===== src/rtl/core/itoa_pkg.sv =====
`timescale 1ns / 1ps

package itoa_pkg;

  // bits of the dividend consumed per divide cycle
  localparam int unsigned STEP_BITS = 8;

  localparam int unsigned RADIX_W = 4;
  localparam logic [RADIX_W-1:0] RADIX_RESET = 4'd10;
  localparam logic [RADIX_W-1:0] RADIX_MIN   = 4'd2;
  localparam logic [RADIX_W-1:0] RADIX_MAX   = 4'd10;

  localparam logic [7:0] CHAR_ZERO  = 8'h30;
  localparam logic [7:0] CHAR_MINUS = 8'h2D;

  typedef struct packed {
    logic load;       // latch value, radix; clear digit stack
    logic div_step;   // one chunk of long division
    logic pop;        // read top digit of the stack
    logic emit_sign;  // character port shows '-'
  } itoa_cmd_t;

  typedef struct packed {
    logic neg;        // latched value was negative
    logic pass_last;  // current divide cycle finishes a digit
    logic w_zero;     // remaining quotient is zero
    logic cnt_zero;   // digit stack empty
  } itoa_sts_t;

endpackage


===== src/rtl/core/integer_to_radix_ascii_unit.sv =====
`timescale 1ns / 1ps

// channel  | ports                          | handshake
// ---------+--------------------------------+-------------------------------
// input    | in_value                       | taken when start && !busy
// result   | out_character, out_last        | one beat per out_valid cycle
// config   | cfg_wdata (radix)              | written when cfg_we
//
// Each digit is found by dividing the value by the radix in 8-bit chunks (S_DIV)
// and checked (S_CHECK); then the sign, if negative, goes out from S_SIGN, and each
// character is read from the digit stack (S_POP) and shown (S_EMIT).
// A new value is taken only once all characters of the last one are out.
// Synchronous active-low reset; radix resets to 10. Results cannot be stalled.
module integer_to_radix_ascii_unit #(
  parameter int unsigned VALUE_BITS = 32
) (
  input  logic                         clk,
  input  logic                         rst_n,
  input  logic                         start,
  output logic                         busy,
  input  logic [VALUE_BITS-1:0]        in_value,
  output logic                         out_valid,
  output logic [7:0]                   out_character,
  output logic                         out_last,
  input  logic                         cfg_we,
  input  logic [itoa_pkg::RADIX_W-1:0] cfg_wdata
);

  itoa_pkg::itoa_cmd_t cmd;
  itoa_pkg::itoa_sts_t sts;

  itoa_ctrl u_ctrl (
    .clk       (clk),
    .rst_n     (rst_n),
    .start     (start),
    .busy      (busy),
    .out_valid (out_valid),
    .out_last  (out_last),
    .sts       (sts),
    .cmd       (cmd)
  );

  itoa_dp #(
    .VALUE_BITS (VALUE_BITS)
  ) u_dp (
    .clk           (clk),
    .rst_n         (rst_n),
    .cfg_we        (cfg_we),
    .cfg_wdata     (cfg_wdata),
    .in_value      (in_value),
    .cmd           (cmd),
    .sts           (sts),
    .out_character (out_character)
  );

endmodule


===== src/rtl/core/itoa_dp.sv =====
`timescale 1ns / 1ps

module itoa_dp #(
  parameter int unsigned VALUE_BITS = 32
) (
  input  logic                                 clk,
  input  logic                                 rst_n,
  input  logic                                 cfg_we,
  input  logic [itoa_pkg::RADIX_W-1:0]         cfg_wdata,
  input  logic [VALUE_BITS-1:0]                in_value,
  input  itoa_pkg::itoa_cmd_t                  cmd,
  output itoa_pkg::itoa_sts_t                  sts,
  output logic [7:0]                           out_character
);

  localparam int unsigned SB      = itoa_pkg::STEP_BITS;
  localparam int unsigned PASSES  = (VALUE_BITS + SB - 1) / SB;
  localparam int unsigned MAG_W   = PASSES * SB;
  localparam int unsigned PASS_W  = (PASSES > 1) ? $clog2(PASSES) : 1;
  localparam int unsigned DIG_AW  = $clog2(VALUE_BITS);
  localparam int unsigned CNT_W   = $clog2(VALUE_BITS + 1);
  localparam int unsigned RW      = itoa_pkg::RADIX_W;

  logic [RW-1:0]     radix_r;
  logic [RW-1:0]     rdx_r;
  logic              neg_r;
  logic [MAG_W-1:0]  w_r;
  logic [MAG_W-1:0]  q_r;
  logic [RW-1:0]     rem_r;
  logic [PASS_W-1:0] pass_r;
  logic [CNT_W-1:0]  cnt_r;
  logic [RW-1:0]     rd_data_r;

  logic [RW-1:0]     digit_mem [VALUE_BITS];

  logic [RW-1:0]         rdx_nxt;
  logic [VALUE_BITS-1:0] mag;
  logic [SB-1:0]         chunk;
  logic [SB-1:0]         qbits;
  logic [RW:0]           rem5;
  logic [RW-1:0]         rem_nxt;
  logic [MAG_W-1:0]      quot_nxt;
  logic [CNT_W-1:0]      cnt_dec;
  logic                  pass_last;

  // saturate the radix register to two..ten
  always_comb begin
    priority if (radix_r < itoa_pkg::RADIX_MIN) begin
      rdx_nxt = itoa_pkg::RADIX_MIN;
    end else if (radix_r > itoa_pkg::RADIX_MAX) begin
      rdx_nxt = itoa_pkg::RADIX_MAX;
    end else begin
      rdx_nxt = radix_r;
    end
  end

  // unsigned magnitude; the most negative value maps to itself as unsigned
  assign mag = in_value[VALUE_BITS-1] ? (~in_value + VALUE_BITS'(1)) : in_value;

  // restoring division of one chunk by the radix, remainder stays below radix
  always_comb begin
    chunk = w_r[MAG_W-1 -: SB];
    rem5  = {1'b0, rem_r};
    qbits = '0;
    for (int i = SB - 1; i >= 0; i--) begin
      rem5 = {rem5[RW-1:0], chunk[i]};
      if (rem5 >= {1'b0, rdx_r}) begin
        rem5     = rem5 - {1'b0, rdx_r};
        qbits[i] = 1'b1;
      end
    end
    rem_nxt = rem5[RW-1:0];
  end

  assign quot_nxt  = (q_r << SB) | MAG_W'(qbits);
  assign pass_last = (pass_r == PASS_W'(PASSES - 1));
  assign cnt_dec   = cnt_r - CNT_W'(1);

  always_ff @(posedge clk) begin
    if (!rst_n) begin
      radix_r <= itoa_pkg::RADIX_RESET;
      cnt_r   <= '0;
      pass_r  <= '0;
      rem_r   <= '0;
    end else begin
      if (cfg_we) begin
        radix_r <= cfg_wdata;
      end
      if (cmd.load) begin
        cnt_r  <= '0;
        pass_r <= '0;
        rem_r  <= '0;
      end else if (cmd.div_step) begin
        if (pass_last) begin
          pass_r <= '0;
          rem_r  <= '0;
          cnt_r  <= cnt_r + CNT_W'(1);
        end else begin
          pass_r <= pass_r + PASS_W'(1);
          rem_r  <= rem_nxt;
        end
      end else if (cmd.pop) begin
        cnt_r <= cnt_dec;
      end
    end
  end

  always_ff @(posedge clk) begin
    if (cmd.load) begin
      rdx_r <= rdx_nxt;
      neg_r <= in_value[VALUE_BITS-1];
      w_r   <= MAG_W'(mag);
    end else if (cmd.div_step) begin
      if (pass_last) begin
        w_r <= quot_nxt;
      end else begin
        w_r <= w_r << SB;
        q_r <= quot_nxt;
      end
    end
  end

  // digit stack: least significant digit pushed first, popped last
  always_ff @(posedge clk) begin
    if (cmd.div_step && pass_last) begin
      digit_mem[cnt_r[DIG_AW-1:0]] <= rem_nxt;
    end
    if (cmd.pop) begin
      rd_data_r <= digit_mem[cnt_dec[DIG_AW-1:0]];
    end
  end

  assign sts.neg       = neg_r;
  assign sts.pass_last = pass_last;
  assign sts.w_zero    = (w_r == '0);
  assign sts.cnt_zero  = (cnt_r == '0);

  assign out_character = cmd.emit_sign ? itoa_pkg::CHAR_MINUS
                                       : (itoa_pkg::CHAR_ZERO + {4'b0, rd_data_r});

endmodule


===== src/rtl/core/itoa_ctrl.sv =====
`timescale 1ns / 1ps

module itoa_ctrl (
  input  logic                clk,
  input  logic                rst_n,
  input  logic                start,
  output logic                busy,
  output logic                out_valid,
  output logic                out_last,
  input  itoa_pkg::itoa_sts_t sts,
  output itoa_pkg::itoa_cmd_t cmd
);

  typedef enum logic [2:0] {
    S_IDLE,
    S_DIV,
    S_CHECK,
    S_SIGN,
    S_POP,
    S_EMIT
  } state_t;

  state_t state_r;
  state_t state_nxt;

  always_comb begin
    state_nxt = state_r;
    unique case (state_r)
      S_IDLE:  if (start) state_nxt = S_DIV;
      S_DIV:   if (sts.pass_last) state_nxt = S_CHECK;
      S_CHECK: begin
        if (!sts.w_zero) begin
          state_nxt = S_DIV;
        end else if (sts.neg) begin
          state_nxt = S_SIGN;
        end else begin
          state_nxt = S_POP;
        end
      end
      S_SIGN:  state_nxt = S_POP;
      S_POP:   state_nxt = S_EMIT;
      S_EMIT:  state_nxt = sts.cnt_zero ? S_IDLE : S_POP;
      default: state_nxt = S_IDLE;
    endcase
  end

  always_ff @(posedge clk) begin
    if (!rst_n) begin
      state_r <= S_IDLE;
    end else begin
      state_r <= state_nxt;
    end
  end

  assign cmd.load      = (state_r == S_IDLE) && start;
  assign cmd.div_step  = (state_r == S_DIV);
  assign cmd.pop       = (state_r == S_POP);
  assign cmd.emit_sign = (state_r == S_SIGN);

  assign busy      = (state_r != S_IDLE);
  assign out_valid = (state_r == S_SIGN) || (state_r == S_EMIT);
  assign out_last  = (state_r == S_EMIT) && sts.cnt_zero;

  a_beat_only_busy: assert property (@(posedge clk) disable iff (!rst_n)
    out_valid |-> busy) else $error("result beat while idle");

  a_start_takes: assert property (@(posedge clk) disable iff (!rst_n)
    (start && !busy) |=> (busy && state_r == S_DIV)) else $error("start not taken");

  a_sign_then_pop: assert property (@(posedge clk) disable iff (!rst_n)
    cmd.emit_sign |=> cmd.pop) else $error("sign not followed by digit read");

  a_last_ends: assert property (@(posedge clk) disable iff (!rst_n)
    out_last |=> !busy) else $error("busy after last beat");

endmodule


===== config.mk =====
export PLATFORM = sky130hd
export DESIGN_NAME = integer_to_radix_ascii_unit
export DESIGN_NICKNAME = d
export VERILOG_FILES = /design/src/rtl/core/itoa_pkg.sv /design/src/rtl/core/integer_to_radix_ascii_unit.sv /design/src/rtl/core/itoa_dp.sv /design/src/rtl/core/itoa_ctrl.sv
export SDC_FILE = /design/constraint.sdc
export NUM_CORES = 1
export LEC_CHECK = 0
export CORE_MARGIN = 4
export CORE_UTILIZATION = 35
export CTS_CLUSTER_DIAMETER = 40
export DETAILED_ROUTE_END_ITERATION = 12
export DONT_BUFFER_PORTS = 1
export GPL_TIMING_DRIVEN = 0
export HOLD_SLACK_MARGIN = 0.12
export PLACE_DENSITY_LB_ADDON = 0.25
export SLEW_MARGIN = 25
export SYNTH_ARGS = -nofsm -noshare
export SYNTH_HDL_FRONTEND = slang
export SYNTH_SLANG_ARGS = --single-unit

===== constraint.sdc =====
create_clock -name clk -period 16.6 [get_ports clk]
set_input_delay 3.32 -clock clk [delete_from_list [all_inputs] [get_ports clk]]
set_output_delay 3.32 -clock clk [all_outputs]
set_load 0.01 [all_outputs]

==> results of run 1 <==
==> cell families after synthesis <==
kind of cell             count (synthesis)  share of synthesized area
other                                    2                  0.0006712
AO/OA/AOI/OAI                          147                    0.08890
multiplexers                            91                     0.1300
AND/OR/NAND/NOR                        240                     0.1054
buffers and inverters                   75                    0.02751
XOR/XNOR                                48                    0.03757
flip-flops                             212                     0.5519
adder cells (fa/ha/maj)                 47                    0.05792
==> worst reg2reg max path: cells and delay by family (launching register included) <==
family                     cells  cell delay [ns]
AOI/OAI and AO/OA             25             5.99
and+or+nand+nor               18             2.81
adders and majority gates      8             2.47
muxes                          6             1.94
buffers and inverters          9             1.27
DFF                            1             0.42
==> through the flow <==
step	util	std cells
5_1_grt	0.4116	1333
4_1_cts	0.4107	1331
6_report	0.4116	1333
3_3_place_gp	0.3707	1265
2_1_floorplan	-	863
3_5_place_dp	0.3734	1267
==> state kept, by name, summed over array words and instances, names as in the netlist <==
signal          count
u_dp.cnt_r          6
u_dp.neg_r          1
u_ctrl.state_r      3
u_dp.radix_r        4
u_dp.digit_mem    128
u_dp.pass_r         2
u_dp.rdx_r          4
u_dp.rem_r          4
u_dp.q_r           24
u_dp.w_r           32
u_dp.rd_data_r      4
==> layer usage <==
layer  track usage  share of wire  vias to the layer above
met2        0.2516           0.50                      160
met4       0.03982          0.018                        0
met5             0              0                        -
met1        0.2019           0.44                     3438
met3       0.02694          0.042                       43
li1              -              -                     3374
==> timing repair <==
action                                  4_1_cts  5_1_grt
buffers inserted                              0        2
endpoints found under the setup margin        0      131
hold buffers                                  0        0
resized for setup                             0        2
==> cells in the mapped netlist (all sizes together), types with 17 or more instances <==
| cell | n |
|---|---|
| mux2i | 42 |
| nand2 | 70 |
| o21ai | 50 |
| mux4 | 40 |
| inv | 40 |
| edfxtp | 193 |
| xnor2 | 36 |
| clkbuf | 30 |
| nand3 | 18 |
| dfxtp | 19 |
| nor2 | 64 |
| a21oi | 25 |
| nor4 | 17 |
| ha | 39 |
==> area by class of cell <==
type / instances / share of cell area
plain buffers: 35 / 0.01156
clock buffers: 35 / 0.06744
clock inverters: 29 / 0.02322
inverters: 40 / 0.01214
multi-input cells: 576 / 0.3660
flip-flops and latches: 212 / 0.4755
well taps: 402 / 0.03873
repair buffers: 4 / 0.005395
==> worst max path at each step <==
stage,cells after the start,to,from
after floorplan,65,u_dp.digit_mem[0][0],u_dp.rdx_r[1]
after global placement,65,u_dp.digit_mem[15][0],u_dp.rdx_r[1]
after detailed placement,66,u_dp.digit_mem[1][2],u_dp.rdx_r[1]
after CTS,65,u_dp.digit_mem[18][3],u_dp.rdx_r[1]
after global routing,66,u_dp.digit_mem[27][2],u_dp.rdx_r[1]
final,66,u_dp.digit_mem[7][2],u_dp.rdx_r[1]
==> reports/qor.yml, run 1 <==
run_status:
  status: "complete, no violations"
synth:
  synthesis.area_per_instance_um2: 12.98
  yosys.cell_types.count: 70
  yosys-top-cells-area: "edfxtp_1 (52%), mux4_2 (8.1%), ha_1 (4.4%), mux2i_1 (3.5%), dfxtp_1 (3.4%)"
  synth_top_area_share: 0.5179
  synthesis.area_um2: 11190
  yosys_warnings: 0
  yosysSeqAreaShare: 0.5519
  asyncSetResetFlopFracSynth: 0
  primary_ff_master_synth: "edfxtp_1"
  postSynthRegisterBits: 212
  synth_top_area_cell: "edfxtp_1"
  synth_enable_flop_cells: 193
  netlist_instances: 862
final_layout:
  final_net_count: 991
  area_growth_syn_to_layout_pct: 16.07
  mostFrequentLayoutCell: "edfxtp_1"
  post_route_cells_drive_above_1_share: 0.1547
  final-seq-area_um2: 6176
  area_of_combinational_cells_with_multiple_inputs_um2: 4753
  fin_area_um2: 12990
  diodes: 0
  layout_common_cells: "edfxtp_1 (193), nand2_1 (69), nor2_1 (63), o21ai_0 (43), mux4_2 (40)"
  fillers: 2972
die:
  num_io_pins: 51
  placement_rows: 65
  die_y_um: 186.8
  die_width_um: 186.8
  initial_core_utilization: 0.3546
  core_region_area_um2: 31560
  design.die.area_um2: 34890
placement:
  gp_routability_congestion: 0.8543
  dp_slack_ns: 0.8804
  dpl.hpwl_um: 19100
  placed_cell_area_um2: 11780
  number_of_buffer_cells_added_on_primary_ports: 0
critical_path:
  timing.rr.end: "u_dp.digit_mem[7][2]"
  slowest_delay_ns: 0.54
  reg2regPathDepth: 66
  kind_of_cell_adding_the_most_delay_to_the_critical_path: "compound AO/OA/AOI/OAI gates"
  path_buf_inv: 9
  critPathLaunchType: "flop"
  worst-r2r-setup-slack_ns: 1.43
  crit_path_max_fanout: 32
  critPathArrivalTime_ns: 15.39
  worst_r2r_startpoint: "u_dp.rdx_r[1]"
  required_ns: 16.82
  critical_path.endpoint_type: "flop"
  timing_worst_setup_path_type: "reg2reg"
  worst_path_max_delay_cell: "o21a_2"
sta:
  worst_clock_skew_ns: 0.01578
  min_period_over_period: 0.9137
  totalNegativeSetupSlack_ns: 0
  final_period_minus_worst_setup_slack_ns: 15.17
  finalWorstSetupSlack_ns: 1.433
  hold_viol_final: 0
  maxSlewViolCount: 0
  holdWs_ns: 0.4520
  setup_viol: 0
  max_freq_mhz: 65.93
  slew_at_the_pin_closest_to_its_max_slew_limit_ns: 0.9996
  maxSlewHeadroom: 0.3288
  rsz0062_at_grt: "no"
cts:
  insertion_delay_ns: 0.51
  clock_transition_time_at_the_flip_flop_clock_pins_of_the_worst_setup_and_hold_paths_ns: 0.05
  root_buffer: "clkbuf_16"
  clkSinkCount: 212
  cts-root-to-sink-buffers: 3
  cts.htree.levels: 2
  cts_tree: "yes"
  cts_inserted_buffers: 35
global_routing:
  vias_in_the_first_global_route: 7310
  grt_pass1_wl_um: 41630
  grt_usage: 0.1498
  antenna_found_initial: 0
  overflow: 0
  largest_net_degree_at_the_start_of_global_routing: 34
hold_path:
  hold_end: "u_dp.q_r[15]"
  holdCritPathClass: "reg2reg"
  min_from: "u_dp.q_r[7]"
  hold_depth: 0
route:
  final_antenna_net_count: 0
  post_drt_wl_per_cell_um: 19.82
  vias: 7015
  drtPass1Iterations: 5
  detailed_route_wire_length_um: 26430
  drc: 0
  viasPerCell: 5.263
  detailedRoute.firstIterationViolations: 457
flow_run:
  drv_cap: 0
Power of run 1 is left out: the tool's default activity adds up to more than one toggle a clock period on the data nets, which glitch-free logic cannot reach.
==> inputs of run 2 (changes only) <==
SYNTH_HIERARCHICAL = 1   (was default)
==> run 2 against run 1 <==
Register-to-register slack better by 0.16 ns. Flip-flop and latch count did not move. Critical path depth up 3. Critical endpoint is now u_dp/rem_r[0]. Highest routed layer unchanged.
==> reports/qor.yml, run 2 <==
run_status:
  status: "complete, no violations"
synth:
  post_synth_most_frequent_cells: "edfxtp_1 (193), nor2_1 (71), nand2_1 (70)"
  yosys-top-cells-area: "edfxtp_1 (52%), mux4_2 (8.0%), ha_1 (4.3%), mux2i_1 (3.6%), dfxtp_1 (3.4%)"
  primary_ff_master_synth: "edfxtp_1"
  synth_top_area_share: 0.5154
  yosys.cell_types.count: 74
  postSynthRegisterBits: 212
  synth_top_area_cell: "edfxtp_1"
  asyncSetResetFlopFracSynth: 0
  synth_enable_flop_cells: 193
  netlist_instances: 881
  yosysSeqAreaShare: 0.5492
  synthesis.area_per_instance_um2: 12.76
  synthesis.area_um2: 11250
  yosys.cell_count.top_type: "edfxtp_1"
  yosys_warnings: 6
placement:
  dp.cells: 1288
  number_of_buffer_cells_added_on_primary_ports: 0
  dpl.hpwl_um: 18540
  gp_routability_congestion: 0.7924
final_layout:
  largest_register_ffs: 128
  area_of_combinational_cells_with_multiple_inputs_um2: 4812
  mostFrequentLayoutCell: "edfxtp_1"
  post_route_cells_drive_above_1_share: 0.1690
  layout_common_cells: "edfxtp_1 (193), nand2_1 (70), nor2_1 (68), o21ai_0 (62)"
  area_growth_syn_to_layout_pct: 16.24
  fillers: 2907
  final-instance-count-excl-fill: 1350
  final-seq-area_um2: 6176
  final_net_count: 1009
sta:
  min_period_over_period: 0.9042
  worst_clock_skew_ns: 0.02801
  hold_viol_final: 0
  max_freq_mhz: 66.62
  maxSlewHeadroom: 0.3793
  rsz0062_at_grt: "no"
  final_period_minus_worst_setup_slack_ns: 15.01
  setup_viol: 0
  slew_at_the_pin_closest_to_its_max_slew_limit_ns: 0.9311
  maxSlewViolCount: 0
cts:
  clock_transition_time_at_the_flip_flop_clock_pins_of_the_worst_setup_and_hold_paths_ns: 0.06
  cts_tree: "yes"
  post_cts_hold_buffer_count: 0
  cts.htree.levels: 1
  root_buffer: "clkbuf_16"
  cts-root-to-sink-buffers: 3
  insertion_delay_ns: 0.56
  cts_inserted_buffers: 31
  clkSinkCount: 212
die:
  initial_core_utilization: 0.3555
  num_io_pins: 51
  placement_rows: 65
  die_y_um: 187.3
  die_width_um: 187.3
  core_region_area_um2: 31640
  design.die.area_um2: 35060
route:
  detailedRoute.firstIterationViolations: 416
  drtPass1Iterations: 5
  post_drt_wl_per_cell_um: 18.66
  viasPerCell: 5.195
  vias: 7013
  final_antenna_net_count: 0
  detailed_route_wire_length_um: 25190
  drc: 0
hold_path:
  hold_depth: 0
  min_from: "u_dp/q_r[0]"
  holdCritPathClass: "reg2reg"
  hold_end: "u_dp/q_r[8]"
global_routing:
  largest_net_degree_at_the_start_of_global_routing: 34
  antenna_found_initial: 0
  overflow: 0
  grt_usage: 0.1437
  vias_in_the_first_global_route: 7293
  grt_pass1_wl_um: 40550
critical_path:
  top_cell_by_count_worst_path: "ha_1"
  crit_path_max_fanout: 20
  slowest_delay_ns: 0.58
  critPathArrivalTime_ns: 15.50
  worst_path_max_delay_cell: "or4_4"
  timing.rr.end: "u_dp/rem_r[0]"
  critPathLaunchType: "flop"
  required_ns: 17.09
  worst_r2r_startpoint: "u_dp/rdx_r[1]"
  worst-r2r-setup-slack_ns: 1.59
  timing_worst_setup_path_type: "reg2reg"
  critical_path.endpoint_type: "flop"
  reg2regPathDepth: 69
flow_run:
  drv_cap: 0
[run 2: critical path: cells and delay by family (launching register included)]
family | cells | cell delay (ns)
buffers and inverters | 12 | 1.48
muxes | 5 | 2.13
and+or+nand+nor | 18 | 3.16
DFF | 1 | 0.40
adders and majority gates | 8 | 2.27
AOI/OAI and AO/OA | 26 | 5.50
[run 2: logic make-up after synthesis]
kind of cell    share of synthesized area
xor+xnor                          0.03894
other cells                     0.0006678
compound gates                    0.07800
flops                              0.5492
fa+ha+maj                         0.05763
mux                                0.1254
simple gates                       0.1206
buf+inv                           0.02959
[run 2: how the worst max path moves through the flow]
stage / start / to
after floorplan: u_dp/rdx_r[1] / u_dp/digit_mem[0][0]
after global routing: u_dp/rdx_r[1] / u_dp/rem_r[0]
after CTS: u_dp/rdx_r[1] / u_dp/digit_mem[21][1]
after detailed placement: u_dp/rdx_r[1] / u_dp/digit_mem[7][1]
final: u_dp/rdx_r[1] / u_dp/rem_r[0]
after global placement: u_dp/rdx_r[1] / u_dp/digit_mem[11][0]
[run 2: repair_timing]
item / 4_1_cts / 5_1_grt
endpoints found under the setup margin: 0 / 131
buffers inserted: 0 / 3
resized for setup: 0 / 1
[run 2: final cells by class]
class	instances	area share
antenna	1	0.0001914
buffer	37	0.01311
clock buffer	33	0.06068
clock inverter	25	0.02498
inverter	43	0.01244
multi-input combinational	590	0.3681
sequential	212	0.4724
tap	402	0.03848
timing repair buffer	7	0.009571
[run 2: metrics by stage]
| stage | setup slack [ns] | hold WS [ns] | cell area, um2 | TNS [ns] | util |
|---|---|---|---|---|---|
| 2_1_floorplan | 2.517 | 0.4261 | 11250 | 0 | - |
| 3_3_place_gp | -0.6345 | 0.4335 | 11750 | -34.07 | 0.3715 |
| 3_5_place_dp | 0.9263 | 0.4356 | 11910 | 0 | 0.3764 |
| 4_1_cts | 0.8874 | 0.4503 | 13030 | 0 | 0.4118 |
| 5_1_grt | 0.1822 | 0.4589 | 13070 | 0 | 0.4131 |
| 6_report | 1.591 | 0.4441 | 13070 | 0 | 0.4132 |
[run 2: routing by layer]
layer / track usage / up-vias / part of all wire
li1: - / 3386 / -
met1: 0.2005 / 3470 / 0.46
met2: 0.2391 / 121 / 0.48
met3: 0.01997 / 36 / 0.035
met4: 0.03441 / 0 / 0.020
met5: 0 / - / 0
Power of run 2 is left out for the same reason.
